===== src/rtl/bole_pkg.sv =====
`timescale 1ns / 1ps
// ----------------------------------------------------------------------------
// bole_pkg: shared types and constants of the bounded ordered list engine
// Op and status codes, payload structs and size constants.
// ----------------------------------------------------------------------------
package bole_pkg;

  localparam int unsigned Capacity   = 16;
  localparam int unsigned MaxResults = 16;
  localparam int unsigned PosW       = 5;
  localparam int unsigned CountW     = 5;

  typedef enum logic [3:0] {
    OP_INS_FRONT = 4'd0,
    OP_INS_BACK  = 4'd1,
    OP_INS_AT    = 4'd2,
    OP_DEL_FRONT = 4'd3,
    OP_DEL_BACK  = 4'd4,
    OP_DEL_AT    = 4'd5,
    OP_SORT      = 4'd6,
    OP_SEARCH    = 4'd7,
    OP_DISPLAY   = 4'd8
  } op_e;

  typedef enum logic [2:0] {
    ST_OK       = 3'd0,
    ST_INVALID  = 3'd1,
    ST_RANGE    = 3'd2,
    ST_EMPTY    = 3'd3,
    ST_FULL     = 3'd4,
    ST_NOTFOUND = 3'd5
  } status_e;

  typedef struct packed {
    logic [3:0]         op;
    logic signed [31:0] value_in;
    logic [7:0]         position_in;
  } req_t;

  typedef struct packed {
    logic [2:0]         status;
    logic signed [31:0] value_out;
    logic [PosW-1:0]    position_out;
    logic [CountW-1:0]  count_out;
    logic               last;
  } rsp_t;

endpackage


===== src/rtl/bole_store.sv =====
`timescale 1ns / 1ps
// ----------------------------------------------------------------------------
// bole_store: element memory
// One write port and one read port, read data registered.
// ----------------------------------------------------------------------------
module bole_store #(
  parameter int unsigned Capacity = bole_pkg::Capacity,
  localparam int unsigned AddrW   = $clog2(Capacity)
) (
  input  logic             clk_i,
  input  logic             rd_en_i,
  input  logic [AddrW-1:0] rd_addr_i,
  input  logic             wr_en_i,
  input  logic [AddrW-1:0] wr_addr_i,
  input  logic [31:0]      wr_data_i,
  output logic [31:0]      rd_data_o
);

  logic [31:0] mem_q [Capacity];

  always_ff @(posedge clk_i) begin
    if (wr_en_i) begin
      mem_q[wr_addr_i] <= wr_data_i;
    end
    if (rd_en_i) begin
      rd_data_o <= mem_q[rd_addr_i];
    end
  end

endmodule


===== src/rtl/bounded_ordered_list_engine.sv =====
`timescale 1ns / 1ps
// Sequencing: error, unused and short-sort ops go straight to the response state;
//   insert/delete read then write per element moved; search ends at a match or the list end;
//   display gives one element per cycle; sort runs shrinking passes until no swap or two remain.
// Throughput: one command at a time; busy is high from the transfer until the last result shows.
// Reset: rst_ni clears count and control; list memory contents are undefined until written.
// Results cannot be stalled: each is shown for one cycle with done_o high.
// ----------------------------------------------------------------------------
// bounded_ordered_list_engine: ordered list of signed values in one RAM
// A sequencer shifts, sorts, searches and displays through a single memory.
// ----------------------------------------------------------------------------
module bounded_ordered_list_engine #(
  parameter int unsigned Capacity = bole_pkg::Capacity
) (
  input  logic            clk_i,
  input  logic            rst_ni,
  input  logic            start,
  output logic            busy,
  input  bole_pkg::req_t  req_i,
  output logic            done_o,
  output bole_pkg::rsp_t  rsp_o
);

  localparam int unsigned AddrW = $clog2(Capacity);
  localparam int unsigned CntW  = $clog2(Capacity + 1);

  typedef enum logic [3:0] {
    S_IDLE, S_SHIFT_RD, S_SHIFT_WR, S_SORT_LD, S_SORT_FIRST, S_SORT_CMP, S_SORT_TAIL,
    S_SEARCH, S_DISP, S_RESP
  } state_e;

  state_e             state_q;
  logic [CntW-1:0]    count_q;
  logic [CntW-1:0]    idx_q;
  logic [CntW-1:0]    stop_q;
  logic [CntW-1:0]    end_q;
  logic               swapped_q;
  logic               ins_q;
  logic signed [31:0] val_q;
  logic signed [31:0] a_q;
  logic [2:0]         st_q;
  logic [4:0]         pos_q;
  logic               disp_v_q;
  logic               srch_v_q;
  logic               rd_en, wr_en;
  logic [AddrW-1:0]   rd_addr, wr_addr;
  logic [31:0]        wr_data, rd_data;
  logic [CntW-1:0]    disp_n;
  logic [CntW:0]      pos_ext;
  logic               sort_gt;

  bole_store #(.Capacity(Capacity)) u_store (
    .clk_i, .rd_en_i(rd_en), .rd_addr_i(rd_addr), .wr_en_i(wr_en),
    .wr_addr_i(wr_addr), .wr_data_i(wr_data), .rd_data_o(rd_data)
  );

  assign busy    = (state_q != S_IDLE);
  assign pos_ext = (CntW+1)'(req_i.position_in > 8'(Capacity) ? 8'(Capacity + 1)
                                                             : req_i.position_in);
  assign disp_n  = (count_q > CntW'(bole_pkg::MaxResults)) ? CntW'(bole_pkg::MaxResults)
                                                          : count_q;
  assign sort_gt = ($signed(a_q) > $signed(rd_data));

  // memory port control
  always_comb begin
    rd_en   = 1'b0;
    rd_addr = '0;
    wr_en   = 1'b0;
    wr_addr = '0;
    wr_data = val_q;
    case (state_q)
      S_SHIFT_RD: begin
        rd_en   = (idx_q != stop_q);
        rd_addr = ins_q ? AddrW'(idx_q - 1'b1) : AddrW'(idx_q + 1'b1);
        wr_en   = (idx_q == stop_q) && ins_q;
        wr_addr = AddrW'(idx_q);
      end
      S_SHIFT_WR: begin
        wr_en   = 1'b1;
        wr_addr = AddrW'(idx_q);
        wr_data = rd_data;
      end
      S_SORT_LD: begin
        rd_en = 1'b1; rd_addr = '0;
      end
      S_SORT_FIRST: begin
        rd_en = 1'b1; rd_addr = AddrW'(idx_q + 1'b1);
      end
      S_SORT_CMP: begin
        // drop the smaller value at idx, carry the larger one forward in a_q
        wr_en   = 1'b1;
        wr_addr = AddrW'(idx_q);
        wr_data = sort_gt ? rd_data : a_q;
        rd_en   = (idx_q + 2'd2 < end_q);
        rd_addr = AddrW'(idx_q + 2'd2);
      end
      S_SORT_TAIL: begin
        wr_en   = 1'b1;
        wr_addr = AddrW'(idx_q + 1'b1);
        wr_data = a_q;
      end
      S_SEARCH, S_DISP: begin
        rd_en = (idx_q < count_q); rd_addr = AddrW'(idx_q);
      end
      default: ;
    endcase
  end

  always_ff @(posedge clk_i or negedge rst_ni) begin
    if (!rst_ni) begin
      state_q <= S_IDLE; count_q <= '0; done_o <= 1'b0; rsp_o <= '0;
      disp_v_q <= 1'b0; srch_v_q <= 1'b0;
    end else begin
      done_o <= 1'b0;
      case (state_q)
        S_IDLE: if (start) begin
          val_q <= req_i.value_in; st_q <= bole_pkg::ST_OK; pos_q <= '0;
          state_q <= S_RESP;
          case (req_i.op)
            bole_pkg::OP_INS_FRONT, bole_pkg::OP_INS_BACK, bole_pkg::OP_INS_AT: begin
              if (req_i.op == bole_pkg::OP_INS_AT && req_i.position_in == 8'd0)
                st_q <= bole_pkg::ST_INVALID;
              else if (count_q >= CntW'(Capacity)) st_q <= bole_pkg::ST_FULL;
              else if (req_i.op == bole_pkg::OP_INS_AT &&
                       pos_ext > {1'b0, count_q} + 1'b1) st_q <= bole_pkg::ST_RANGE;
              else begin
                ins_q <= 1'b1; idx_q <= count_q; state_q <= S_SHIFT_RD;
                stop_q <= (req_i.op == bole_pkg::OP_INS_FRONT) ? '0 :
                          (req_i.op == bole_pkg::OP_INS_BACK) ? count_q :
                          CntW'(pos_ext - 1'b1);
              end
            end
            bole_pkg::OP_DEL_FRONT, bole_pkg::OP_DEL_BACK, bole_pkg::OP_DEL_AT: begin
              if (req_i.op == bole_pkg::OP_DEL_AT && req_i.position_in == 8'd0)
                st_q <= bole_pkg::ST_INVALID;
              else if (count_q == '0) st_q <= bole_pkg::ST_EMPTY;
              else if (req_i.op == bole_pkg::OP_DEL_AT && pos_ext > {1'b0, count_q})
                st_q <= bole_pkg::ST_RANGE;
              else begin
                ins_q <= 1'b0; state_q <= S_SHIFT_RD; stop_q <= count_q - 1'b1;
                idx_q <= (req_i.op == bole_pkg::OP_DEL_FRONT) ? '0 :
                         (req_i.op == bole_pkg::OP_DEL_BACK) ? count_q - 1'b1 :
                         CntW'(pos_ext - 1'b1);
              end
            end
            bole_pkg::OP_SORT: if (count_q > CntW'(1)) begin
              end_q <= count_q; idx_q <= '0; swapped_q <= 1'b0; state_q <= S_SORT_LD;
            end
            bole_pkg::OP_SEARCH: begin
              idx_q <= '0; srch_v_q <= 1'b0; state_q <= S_SEARCH;
            end
            bole_pkg::OP_DISPLAY: begin
              if (count_q == '0) st_q <= bole_pkg::ST_EMPTY;
              else begin idx_q <= '0; disp_v_q <= 1'b0; state_q <= S_DISP; end
            end
            default: ;
          endcase
        end
        S_SHIFT_RD: begin
          if (idx_q == stop_q) begin
            count_q <= ins_q ? count_q + 1'b1 : count_q - 1'b1;
            state_q <= S_RESP;
          end else state_q <= S_SHIFT_WR;
        end
        S_SHIFT_WR: begin
          idx_q   <= ins_q ? idx_q - 1'b1 : idx_q + 1'b1;
          state_q <= S_SHIFT_RD;
        end
        S_SORT_LD: state_q <= S_SORT_FIRST;
        S_SORT_FIRST: begin a_q <= rd_data; state_q <= S_SORT_CMP; end
        S_SORT_CMP: begin
          if (sort_gt) swapped_q <= 1'b1;
          else a_q <= rd_data;
          if (idx_q + 2'd2 < end_q) idx_q <= idx_q + 1'b1;
          else state_q <= S_SORT_TAIL;
        end
        S_SORT_TAIL: begin
          if (swapped_q && end_q > CntW'(2)) begin
            end_q <= end_q - 1'b1; idx_q <= '0; swapped_q <= 1'b0;
            state_q <= S_SORT_LD;
          end else state_q <= S_RESP;
        end
        S_SEARCH: begin
          srch_v_q <= (idx_q < count_q);
          if (srch_v_q && rd_data == val_q) begin
            pos_q <= 5'(idx_q); state_q <= S_RESP;
          end else if (idx_q >= count_q) begin
            st_q <= bole_pkg::ST_NOTFOUND; state_q <= S_RESP;
          end else idx_q <= idx_q + 1'b1;
        end
        S_DISP: begin
          disp_v_q <= 1'b1;
          if (disp_v_q) begin
            done_o <= 1'b1;
            rsp_o.status <= bole_pkg::ST_OK; rsp_o.value_out <= rd_data;
            rsp_o.position_out <= 5'(idx_q); rsp_o.count_out <= 5'(count_q);
            rsp_o.last <= (idx_q == disp_n);
            if (idx_q == disp_n) state_q <= S_IDLE;
          end
          idx_q <= idx_q + 1'b1;
        end
        S_RESP: begin
          done_o <= 1'b1;
          rsp_o.status <= st_q; rsp_o.value_out <= '0; rsp_o.position_out <= pos_q;
          rsp_o.count_out <= 5'(count_q); rsp_o.last <= 1'b1;
          state_q <= S_IDLE;
        end
        default: state_q <= S_IDLE;
      endcase
    end
  end

  a_count_bound: assert property (@(posedge clk_i) disable iff (!rst_ni)
    count_q <= CntW'(Capacity));
  a_busy_after_transfer: assert property (@(posedge clk_i) disable iff (!rst_ni)
    (start && !busy) |=> busy);
  a_last_frees: assert property (@(posedge clk_i) disable iff (!rst_ni)
    done_o |-> (rsp_o.last == !busy));
  a_status_legal: assert property (@(posedge clk_i) disable iff (!rst_ni)
    done_o |-> (rsp_o.status <= bole_pkg::ST_NOTFOUND));

endmodule

===== config.mk =====
export PLATFORM = sky130hd
export DESIGN_NAME = bounded_ordered_list_engine
export DESIGN_NICKNAME = d
export VERILOG_FILES = /design/src/rtl/bole_pkg.sv /design/src/rtl/bole_store.sv /design/src/rtl/bounded_ordered_list_engine.sv
export SDC_FILE = /design/constraint.sdc
export NUM_CORES = 1
export LEC_CHECK = 0
export BUFFER_PORTS_ARGS = -buffer_cell sky130_fd_sc_hd__buf_2
export CORE_MARGIN = 2
export CORE_UTILIZATION = 25
export CTS_BUF_LIST = sky130_fd_sc_hd__clkbuf_16
export CTS_CLUSTER_DIAMETER = 30
export DETAILED_ROUTE_END_ITERATION = 8
export PLACE_DENSITY = 0.41
export REMOVE_ABC_BUFFERS = 1
export SLEW_MARGIN = 0
export SYNTH_ARGS = -nofsm -noshare
export SYNTH_HDL_FRONTEND = slang
export SYNTH_SLANG_ARGS = --single-unit

===== constraint.sdc =====
create_clock -name clk_i -period 6 [get_ports clk_i]
set_input_delay 0.9 -clock clk_i [delete_from_list [all_inputs] [get_ports clk_i]]
set_output_delay 0.9 -clock clk_i [all_outputs]
set_load 0.005 [all_outputs]

* Yosys cells after proc, flatten, opt, wreduce, memory -nomap -nowiden
Memory sizes are Yosys's and may differ from the RTL's. A register that Yosys moved wholly into a read port is not among the register bits.
Cells that the tools add are included.
** Storage, ports and cells
- Bits in registers :: 147
- RAM bits :: 512
- Input bits :: 47
- Output and inout port bits :: 48
- Word-level logic and storage cells :: 235
- Memories kept :: 1
** Memories
- u_store.mem_q :: depth 16, bits a word 32, read ports 1, clocked after Yosys merged registers in 1, write ports 1, RTL line bole_store.sv:19 : logic [31:0] mem_q [Capacity];
** Cells by class
- $add $sub $neg :: 8
- Magnitude comparators :: 11
- Eq/ne operators :: 54
- Mux-type cells :: 103
- Reductions and logical operators :: 39
** Operator list (number)
- $mux W5 :: 32
- $pmux W32 S3 :: 1
- $pmux W46 S2 :: 1
- $mux W32 :: 2
- $mux W4 :: 16
- $pmux W32 S2 :: 1
- $mux W46 :: 1
- $ne A2 B2 Y1 const B :: 20
- $pmux W4 S9 :: 1
- $eq A32 B32 Y1 :: 1
- $eq A4 B3 Y1 const B :: 8
- $gt A32 B32 Y1 :: 1
- $pmux W5 S2 :: 3
- $pmux W5 S6 :: 1
- $ne A3 B3 Y1 const B :: 9
- $pmux W5 S5 :: 1
- $mux W1 :: 20
- $pmux W4 S5 :: 1
- $sub A5 B1 Y5 const B :: 4
- $eq A4 B2 Y1 const B :: 4
- $pmux W4 S4 :: 1
- $reduce_and A16 Y1 :: 1
- $mux W3 :: 5
- $eq A4 B4 Y1 const B :: 3
- 42 further kinds :: 77

* Longest topological paths before layout
Gate-level depths: netlist of run 1.
- Depth after elaboration :: 11
- Depth in mapped cells :: 12
- Gate-level depth less buffers :: 11

* Hierarchy
From an unflattened synthesis of run 1, not the netlist that was laid out.
** Second synthesis, totals
- Cell total of the unflattened synthesis :: 1772
- Area total of the unflattened synthesis :: 29330.6 µm²
** Modules (own cells, without submodules)
- bole_store :: instances 1, cells an instance 838, area each 20174.3 µm², sequential area each 16335.7 µm²
- bounded_ordered_list_engine :: instances 1, cells an instance 934, area each 9156.3 µm², sequential area each 4124.0 µm²

* Least setup slack after synthesis of run 1
Ideal clock, no wire load.
- Path kind :: input -> register
- Start :: input req_i[7] (netlist bit)
- End :: register idx_q[0], enable pin
- Library setup time :: 0.381 ns
- Arrival :: 3.365 ns
- Path slack :: 2.254 ns
- Cell stages on the path :: 10
- Buffers on the path :: 0
- Path through :: nor4_4 > inv_1 > ha_1 > a21o_1 > a21oi_1 > nor3b_1 > o31ai_1 > nor3b_1 > a21oi_1 > nor4_1
** On the way
- Cells in the longest elaborated chain, start to end :: 6
- Elaborated cells between the ends (all ways) :: 14
- Classes of those cells :: order compare: 3; eq/ne: 4; mux: 1; reduce/logical: 6
** Ends and longest elaborated chain
- start, declared :: RTL line bounded_ordered_list_engine.sv:19 : input bole_pkg::req_t req_i,
- $gt A8 B5 Y1 :: RTL line bounded_ordered_list_engine.sv:58 : assign pos_ext = (CntW+1)'(req_i.position_in > 8'(Capacity) ? 8'(Capacity + 1)
- $mux W6 :: RTL line bounded_ordered_list_engine.sv:58
- $gt A6 B5 Y1 or $gt A6 B6 Y1 (tied branches) :: RTL line bounded_ordered_list_engine.sv:137, bounded_ordered_list_engine.sv:125
- $logic_and A1 B1 Y1, on equally long branches :: RTL line bounded_ordered_list_engine.sv:137, bounded_ordered_list_engine.sv:124
- $ne A3 B3 Y1 (no source line)
- $reduce_and A16 Y1 (no source line) *
- end signal, assigned :: RTL line bounded_ordered_list_engine.sv:141 : idx_q <= (req_i.op == bole_pkg::OP_DEL_FRONT) ? '0 :
- end signal, assigned :: RTL line bounded_ordered_list_engine.sv:166 : idx_q <= ins_q ? idx_q - 1'b1 : idx_q + 1'b1;
- end signal, assigned :: RTL line bounded_ordered_list_engine.sv:174 : if (idx_q + 2'd2 < end_q) idx_q <= idx_q + 1'b1;
- end, declared :: RTL line bounded_ordered_list_engine.sv:34 : logic [CntW-1:0] idx_q;
Mark *: on every way between the ends. The rest lies on a longest branch, timed or not.
A chain may end at the register's enable or synchronous reset.

* Worst setup path in the final report of run 1
- Start :: register count_q[0]
- End :: register idx_q[4], enable pin
** On the way
- Cells in the longest elaborated chain, start to end :: 5
- Elaborated cells between the ends (all ways) :: 17
- Classes of those cells :: add/sub: 1; order compare: 5; eq/ne: 7; reduce/logical: 4
** Ends and longest elaborated chain
- start, declared :: RTL line bounded_ordered_list_engine.sv:33 : logic [CntW-1:0] count_q;
- start signal, assigned :: RTL line bounded_ordered_list_engine.sv:161 : count_q <= ins_q ? count_q + 1'b1 : count_q - 1'b1;
- $add A5 B1 Y6 :: RTL line bounded_ordered_list_engine.sv:125 : pos_ext > {1'b0, count_q} + 1'b1) st_q <= bole_pkg::ST_RANGE;
- $gt A6 B6 Y1 :: RTL line bounded_ordered_list_engine.sv:125
- $logic_and A1 B1 Y1 :: RTL line bounded_ordered_list_engine.sv:124 : else if (req_i.op == bole_pkg::OP_INS_AT &&
- $ne A3 B3 Y1 (no source line)
- $reduce_and A16 Y1 (no source line) *
Marks and branches as above.

==> results of run 1 <==
-- through the flow --
step / hold slack, ns / TNS [ns] / power [mW] / setup WS [ns]
2_1_floorplan: 0.426 / -87.30 / 11.4 / -2.74
3_3_place_gp: 0.475 / 0 / 13.9 / 1.59
5_1_grt: 0.139 / 0 / 24.1 / 1.33
6_report: 0.140 / 0 / 23.0 / 1.63
4_1_cts: 0.126 / 0 / 23.2 / 1.58
3_5_place_dp: 0.451 / 0 / 14.0 / 1.38
-- flip-flops by register name (all words and copies together), names as in the netlist --
| name | count |
|---|---|
| u_store.mem_q | 512 |
| rsp_o | 46 |
| a_q | 32 |
| u_store.rd_data_o | 32 |
| val_q | 32 |
| count_q | 5 |
| end_q | 5 |
| idx_q | 5 |
| pos_q | 5 |
| stop_q | 5 |
| state_q | 4 |
| st_q | 3 |
| disp_v_q | 1 |
| done_o | 1 |
| ins_q | 1 |
| srch_v_q | 1 |
| swapped_q | 1 |
-- per-layer routing --
layer | wire length, um | vias to the layer above
li1 | - | 8970
met1 | 47200 | 10334
met2 | 46900 | 624
met3 | 5450 | 149
met4 | 2180 | 6
met5 | 36 | -
-- where the power goes --
part | switching [mW] | total [mW] | leakage [nW] | internal [mW]
combinational | 4.53 | 6.90 | 4.60 | 2.38
clock | 2.95 | 9.14 | 2.92 | 6.19
sequential | 0.581 | 6.94 | 6.48 | 6.36
-- how the worst max path moves through the flow --
stage	endpoint	slack, ns	cells after the start
2_1_floorplan	u_store.rd_data_o[0]	-2.74	5
3_3_place_gp	idx_q[1]	1.59	11
3_5_place_dp	idx_q[0]	1.38	11
4_1_cts	idx_q[1]	1.58	11
5_1_grt	idx_q[0]	1.33	11
6_report	idx_q[4]	1.63	11
-- area by class of cell --
cell class | instances | area [sq um] | area share
flip-flops and latches | 691 | 20500 | 0.528
multi-input cells | 1351 | 9290 | 0.240
clock buffers | 168 | 4200 | 0.108
well taps | 1612 | 2020 | 0.0520
clock inverters | 142 | 1620 | 0.0419
repair buffers | 140 | 956 | 0.0247
inverters | 57 | 214 | 0.00552
-- cell families after synthesis --
group           count (synthesis)  synth area share
compound gates                469             0.112
xor+xnor                       62            0.0179
fa+ha+maj                      62            0.0254
buf+inv                       192            0.0280
flops                         691             0.673
mux                           108            0.0371
other cells                     1          0.000123
simple gates                  649             0.106
-- Yosys cell counts (5+ instances only) --
cell type | n | share of area
nor4_1 | 7 | 0.0014
buf_6 | 5 | 0.0019
a31oi_1 | 72 | 0.015
a21oi_1 | 45 | 0.0074
mux2_1 | 9 | 0.0033
and2_1 | 102 | 0.021
edfxtp_1 | 633 | 0.63
mux2i_1 | 70 | 0.023
o32ai_1 | 33 | 0.0095
nand2_1 | 261 | 0.032
ha_1 | 61 | 0.025
o31ai_1 | 5 | 0.0012
nor3_1 | 14 | 0.0023
nand4_1 | 17 | 0.0035
xnor2_1 | 49 | 0.014
a221o_1 | 67 | 0.022
mux2_2 | 29 | 0.011
buf_4 | 9 | 0.0022
clkbuf_1 | 70 | 0.0086
inv_1 | 55 | 0.0068
nand2b_1 | 11 | 0.0023
a211oi_1 | 88 | 0.022
dfrtp_1 | 58 | 0.048
o21ai_0 | 78 | 0.013
nor2b_1 | 41 | 0.0084
nor2_1 | 72 | 0.0089
nand3_1 | 54 | 0.0089
a21o_1 | 5 | 0.0012
and3_1 | 37 | 0.0076
o22ai_1 | 13 | 0.0027
buf_1 | 5 | 0.00062
nor3b_1 | 7 | 0.0017
a211oi_2 | 10 | 0.0041
o21a_1 | 11 | 0.0027
buf_2 | 45 | 0.0074
xor2_1 | 13 | 0.0037
-- worst max-delay path: stages, from the launching register on --
cell and delay (ns):
dfrtp_1 0.73, ha_1 0.31, nand3_1 0.10, xnor2_1 0.28, ha_1 0.30, a21o_1 0.16
a21oi_1 0.25, nor3b_1 0.10, o31ai_1 0.51, nor3b_1 0.38, a21oi_1 0.13, nor4_1 0.73
-- layout by cell type (no fill, tap or decap), types with 41 or more instances in the layout --
master,count
nor2b_1,41
and2_1,102
nand3_1,53
a211oi_1,88
inv_1,79
dfrtp_1,58
xnor2_1,49
a31oi_1,71
nor2_1,53
a21oi_1,45
ha_1,61
edfxtp_1,633
buf_2,93
nand2_1,259
a221o_1,67
clkbuf_16,168
o21ai_0,78
mux2i_1,70
==> metrics list, run 1 <==
* First element of the critical path: count_q[0]
- The worst pin sits at a relative slew slack of 0.130.
- In this run the worst hold path is classified as in2async.
- TritonCTS buffer count: 165
* Synthesized flop and latch total: 691
- Ys Warns: 0
- Post-DP HPWL: 59,700 um
- Largest net degree at the start of global routing: 169
- For this run, the leading register cell type out of synthesis is edfxtp_1.
* Final Max Tran Viols: 0
- TritonCTS built the clock tree.
* CP Launch Type: register
- Number of sinks driven by the clock tree: 691
- A synthesized cell averages 13.6 sq um.
- The repair_antennas step left the layout with diodes totalling 0.
* Number of hold buffers added after cts: 0
- Final routed DRC violation total: 0
- The first global-routing pass estimated 147,000 um of wire.
* Critical Path AT: 4.71 ns
- Count of flip-flops with a built-in enable after synthesis: 633
- Endpoint of the worst-slack reg-to-reg timing path: idx_q[4]
- In this run the count of I/O pins placed on the die edge is 95.
- Final RePlAce weighted congestion: 0.830
- CTS built an H-tree with a depth of 4.
- The initialized floorplan defines 127 standard-cell rows.
- Number of hold-slack violations in the final timing report: 0
* Net count of the finished layout: 2,514
- Once layout is complete, the utilization of the core stands at 0.322.
- Antenna violations before repair: 6
* Iteration-0 DRC count of the detailed router: 1,675
* Maximum frequency from static timing analysis: 0.229 GHz
- The number of global-route vias before repair is 20,455.
* Post-cts resize count: 0
- Summed over all layers, the routed wires come to 102,000 um.
* Total via count after detailed routing: 20,083
- VDD sags by at most 477 uV.
- Routing usage on met2: 0.254
* GR Util All Layers: 0.162
- At the worst endpoint, the required time is 6.34 ns.
* Cell area after placement: 32,900 sq um
- Clock latency on the worst-skew pair, taken at its later pin, is 0.77 ns.
- IO Port Bufs: 94
- For this configuration, the core starts out at a cell density of 0.253.
* Floorplan core area: 120,000 sq um
* Die width: 353 um
* R2R setup slack: 1.63 ns
- Worst-Margin Slew: 1.29 ns
- Number of cells after detailed placement: 3,851
- Static power due to leakage: 14.0 nW
- Mapped Area: 30,400 sq um
- Once detail routing completed, the nets flagged for antenna violations numbered 0.
- The first detailed-routing pass ran for 6 iterations.
- Peak fanout along the critical path: 15
* Worst clock skew: 0.0594 ns
* Origin of the critical flop-to-flop path: count_q[0]
- Worst setup EP type: register
- The layout has 11,881 filler cells.
* RSZ-0062 raised after global routing: false
- Clock transition time at the flip-flop clock pins of the worst setup and hold paths: 0.04 ns
- The floorplan step defined a die boundary enclosing 124,000 sq um.
- The root buffer cell chosen for the clock tree is clkbuf_16.
* Number of setup buffers added after CTS: 0
* WS Path Type: reg2reg
- Finished Layout Cells: 4,161
* Power Dens Cells: 593 nW/um^2
- Final worst path period share: 0.728
* R2R cell count: 11
- The flow ran to the end, and the final reports show no timing, DRC or antenna violations.
- Summed over all layers, the global routing overflow is 0.
- Count of endpoints failing setup in the final report: 0
- Routed vias/inst: 4.83
* Final worst path period need: 4.37 ns
- The layer flagged by global routing as most heavily used is met2.
- Vertical extent of the die: 353 um
- Routing usage on met1: 0.222
* Post-route cell area: 38,800 sq um
- The area growth from synthesis to layout is 27.6%.
- Yosys mapped the design onto 82 distinct sky130hd cell types.
* Number of max-capacitance violations reported: 0
- Syn Inst Count: 2,234
- Fraction of final layout cells sized beyond drive strength 1: 0.189
* Worst-case clock buffer depth: 3
- For this run, asynchronously set or reset flops after synthesis account for 0.0839.
- Met3 Track Usage GR: 0.0351
* Routed length per instance: 24.5 um
* Sequential fraction of the synthesis area: 0.673
Power figures use the tool's default switching activity.
==> run 2: changes to the inputs <==
==> constraint.sdc (replaced) <==
create_clock -name clk_i -period 4.2 [get_ports clk_i]
set_input_delay 0.63 -clock clk_i [delete_from_list [all_inputs] [get_ports clk_i]]
set_output_delay 0.63 -clock clk_i [all_outputs]
set_load 0.005 [all_outputs]
==> run 2 against run 1 <==
  * Worst hold slack lost 0.091 ns
  * Critical path type unchanged
  * Critical path depth is the same
  * Via count grew 0.48%
  * Final cell count grew 1.2%
  * Global-route usage shrank 0.28 points
  * Clock skew shrank 0.0048 ns
  * Power grew 46%
  * Highest routed layer is now met4
  * Design area grew 1.8%
  * Largest power group unchanged
  * Core utilization grew 0.58 points
  * Critical endpoint is now u_store.mem_q[7][31]
  * Clock power grew 47%
  * Die area is the same
  * Register-to-register slack lost 1.3 ns
==> metrics list, run 2 (synthesized netlist as in run 1, its figures left out) <==
- Maximum frequency from static timing analysis: 0.258 GHz (+13%)
- The number of design-rule violations left by the first detailed-router iteration was 1,712 (+2.2%).
- Area added between synthesis and finish: 29.8%
- The core area was 120,000 sq um (unchanged).
- The routed via count came to 20,179 (+0.48%).
* Final RePlAce weighted congestion: 0.807 (-2.8%)
- The setup path with the least slack is of type reg2reg.
- Root Buffer Master: clkbuf_16
- The vertical extent of the die is 353 um (unchanged).
- The number of antenna diodes was 0 (unchanged).
* Antenna violations before repair: 2 (-4)
- The worst setup path is captured at a register.
- Final worst path period share: 0.924 (+0.196)
- The number of global-route vias before repair came to 20,268 (-0.91%).
- The wire length of the first global-routing pass was 145,000 um (-1.4%).
* Net count of the finished layout: 2,564 (+2.0%)
- Die area: 124,000 sq um (unchanged)
- The number of buffers between clock root and the deepest sink was 3 (unchanged).
- The top cell types in the final layout, fill and taps aside, are edfxtp_1 (633), nand2_1 (259), clkbuf_16 (171), and2_1 (102), buf_2 (93).
- Static power due to leakage: 14.3 nW (+2.4%)
* Class of the tightest hold or removal check: in2reg
- Data required time of the worst path: 4.56 ns (-1.78 ns)
* Fraction of final layout cells sized beyond drive strength 1: 0.203 (+0.0143)
* Number of setup buffers added after CTS: 0 (unchanged)
* First element of the critical path: u_store.rd_data_o[31]
* Post-cts resize count: 0 (unchanged)
- Power, Total: 33.6 mW (+46%)
* Final setup TNS: 0 ns (unchanged)
- Final Max Tran Viols: 0 (unchanged)
- The number of cells on the worst reg-to-reg path was 11 (unchanged).
- Sw frac: 0.345 (-0.00570)
* Headroom to the max-slew limit: 0.462 (+0.332)
- Routed vias/inst: 4.79 (-0.76%)
* Final worst path period need: 3.88 ns (-0.487 ns)
- The peak per-stage delay on the critical path came to 0.59 ns (-0.14 ns).
- Die width: 353 um (unchanged)
- The critical path goes through inv_1 -> ha_1 -> nand4_1 -> or2_2 -> nor4_1 -> buf_4 -> nand3_1 -> o21a_1 -> a31o_2 -> buf_12 -> a221o_1.
- Clock transition time at the flip-flop clock pins of the worst setup and hold paths: 0.05 ns (about the same)
- TritonCTS built the clock tree.
- CP Launch Type: register
- Origin of the critical flop-to-flop path: u_store.rd_data_o[31]
- The proportion of power drawn by the clock network was 0.399 (about the same).
- Number of levels in the clock H-tree: 4 (unchanged)
* Post-DP HPWL: 58,800 um (-1.5%)
- The cell row count was 127 (unchanged).
- Number of sinks driven by the clock tree: 691 (unchanged)
* Number of flip-flops under the largest register name: 512 (unchanged)
* Critical Path AT: 4.24 ns (-0.47 ns)
- Top reg by flops: u_store.mem_q
- The number of ports placed on the die boundary is 95 (unchanged).
* Category of cells accounting for the largest share of critical-path delay: compound AO/OA/AOI/OAI gates
- Largest net degree at the start of global routing: 78 (-54%)
- Number of hold-slack violations in the final timing report: 0 (unchanged)
* Master of the slowest instance on the critical path: a221o_1
* Min-Delay Path Depth: 1
* Number of hold buffers added after cts: 1 (+1)
- In this run the most critical hold path is launched from req_i[21].
* Worst-Margin Slew: 0.806 ns (-0.485 ns)
- Routed length per instance: 23.9 um (-2.3%)
- The logic gate share of total power came to 0.309 (+0.009).
- The number of gates on the worst path with buffers counted came to 11 (unchanged).
* Internal power: 22.0 mW (+48%)
* RSZ-0062 raised after global routing: false
* Sequential Power Share: 0.292 (-0.010)
- The count of buffer and inverter cells on the critical path is 3 (+3).
- The worst voltage drop across the vdd grid came to 460 uV (-3.6%).
- Peak fanout along the critical path: 23 (+8)
- The ratio of total power to cell area is 853 nW/um^2 (+44%).
- Result of the run: finished, final reports clean
- Worst clock skew: 0.0546 ns (-0.00481 ns)
* Count of TritonRoute iterations in the first routing pass: 5 (-1)
- The final count of negative-setup-slack endpoints was 0 (unchanged).
- The library cell used most frequently in the layout, excluding fill and tap cells, is edfxtp_1.
- GR Util All Layers: 0.159 (-0.00278)
* Total length of routed wires: 101,000 um (-1.1%)
* Final ANT Viol Nets: 0 (unchanged)
- The largest registers in the layout are u_store.mem_q x512, rsp_o x46.
- GRT overflow: 0 (unchanged)
- The latest clock arrival within the worst-skew pair is 0.76 ns (about the same).
* Final routed DRC violation total: 0 (unchanged)
* TritonCTS buffer count: 170 (+3.0%)
* Number of max-capacitance violations reported: 0 (unchanged)
* IO Port Bufs: 94 (unchanged)
- Initial cell density of the core: 0.253 (unchanged)
* P_sw: 11.6 mW (+44%)
[run 2: area by class of cell]
class	instances	area, sq um
fill	11796	80800
sequential	691	20500
multi-input combinational	1351	9280
clock buffer	171	4280
tap	1612	2020
clock inverter	146	1730
timing repair buffer	185	1480
inverter	57	214
[run 2: path summary, 6_finish.rpt]
| check | end | slack, ns |
|---|---|---|
| max reg2reg | u_store.mem_q[7][31] | 0.32 |
| min in group asynchronous | count_q[4] | 0.41 |
| min | val_q[13] | 0.05 |
| max in group asynchronous | rsp_o[41] | 2.73 |
| max | u_store.mem_q[7][31] | 0.32 |
| min reg2reg | rsp_o[44] | 0.49 |
[run 2: stage by stage]
step / std cells / hold WS (ns) / instance area (sq um) / setup WS, ns / utilization
after detailed placement: 3895 / 0.469 / 33400 / 0.263 / 0.278
after floorplan: 2099 / 0.334 / 29800 / -4.54 / -
after global placement: 3895 / 0.478 / 33400 / 0.263 / 0.278
final: 4213 / 0.0488 / 39500 / 0.320 / 0.328
after global routing: 4213 / 0.00854 / 39500 / 0.168 / 0.328
after CTS: 4213 / 0.000521 / 39500 / 0.258 / 0.328
[run 2: power by group through the flow]
stage,clock network [mW],logic [mW],registers (mW)
6_report,13.4,10.4,9.82
2_1_floorplan,0,5.96,9.65
3_5_place_dp,0,10.5,9.92
5_1_grt,14.0,11.3,9.90
4_1_cts,13.6,10.6,9.82
3_3_place_gp,0,10.5,9.90
[run 2: layer usage]
| metal | vias up | track usage | routed length [um] |
|---|---|---|---|
| li1 | 9066 | - | - |
| met1 | 10300 | 0.216 | 46200 |
| met2 | 670 | 0.255 | 46900 |
| met3 | 143 | 0.0340 | 5780 |
| met4 | 0 | 0.0447 | 1770 |
| met5 | - | 0 | 0 |
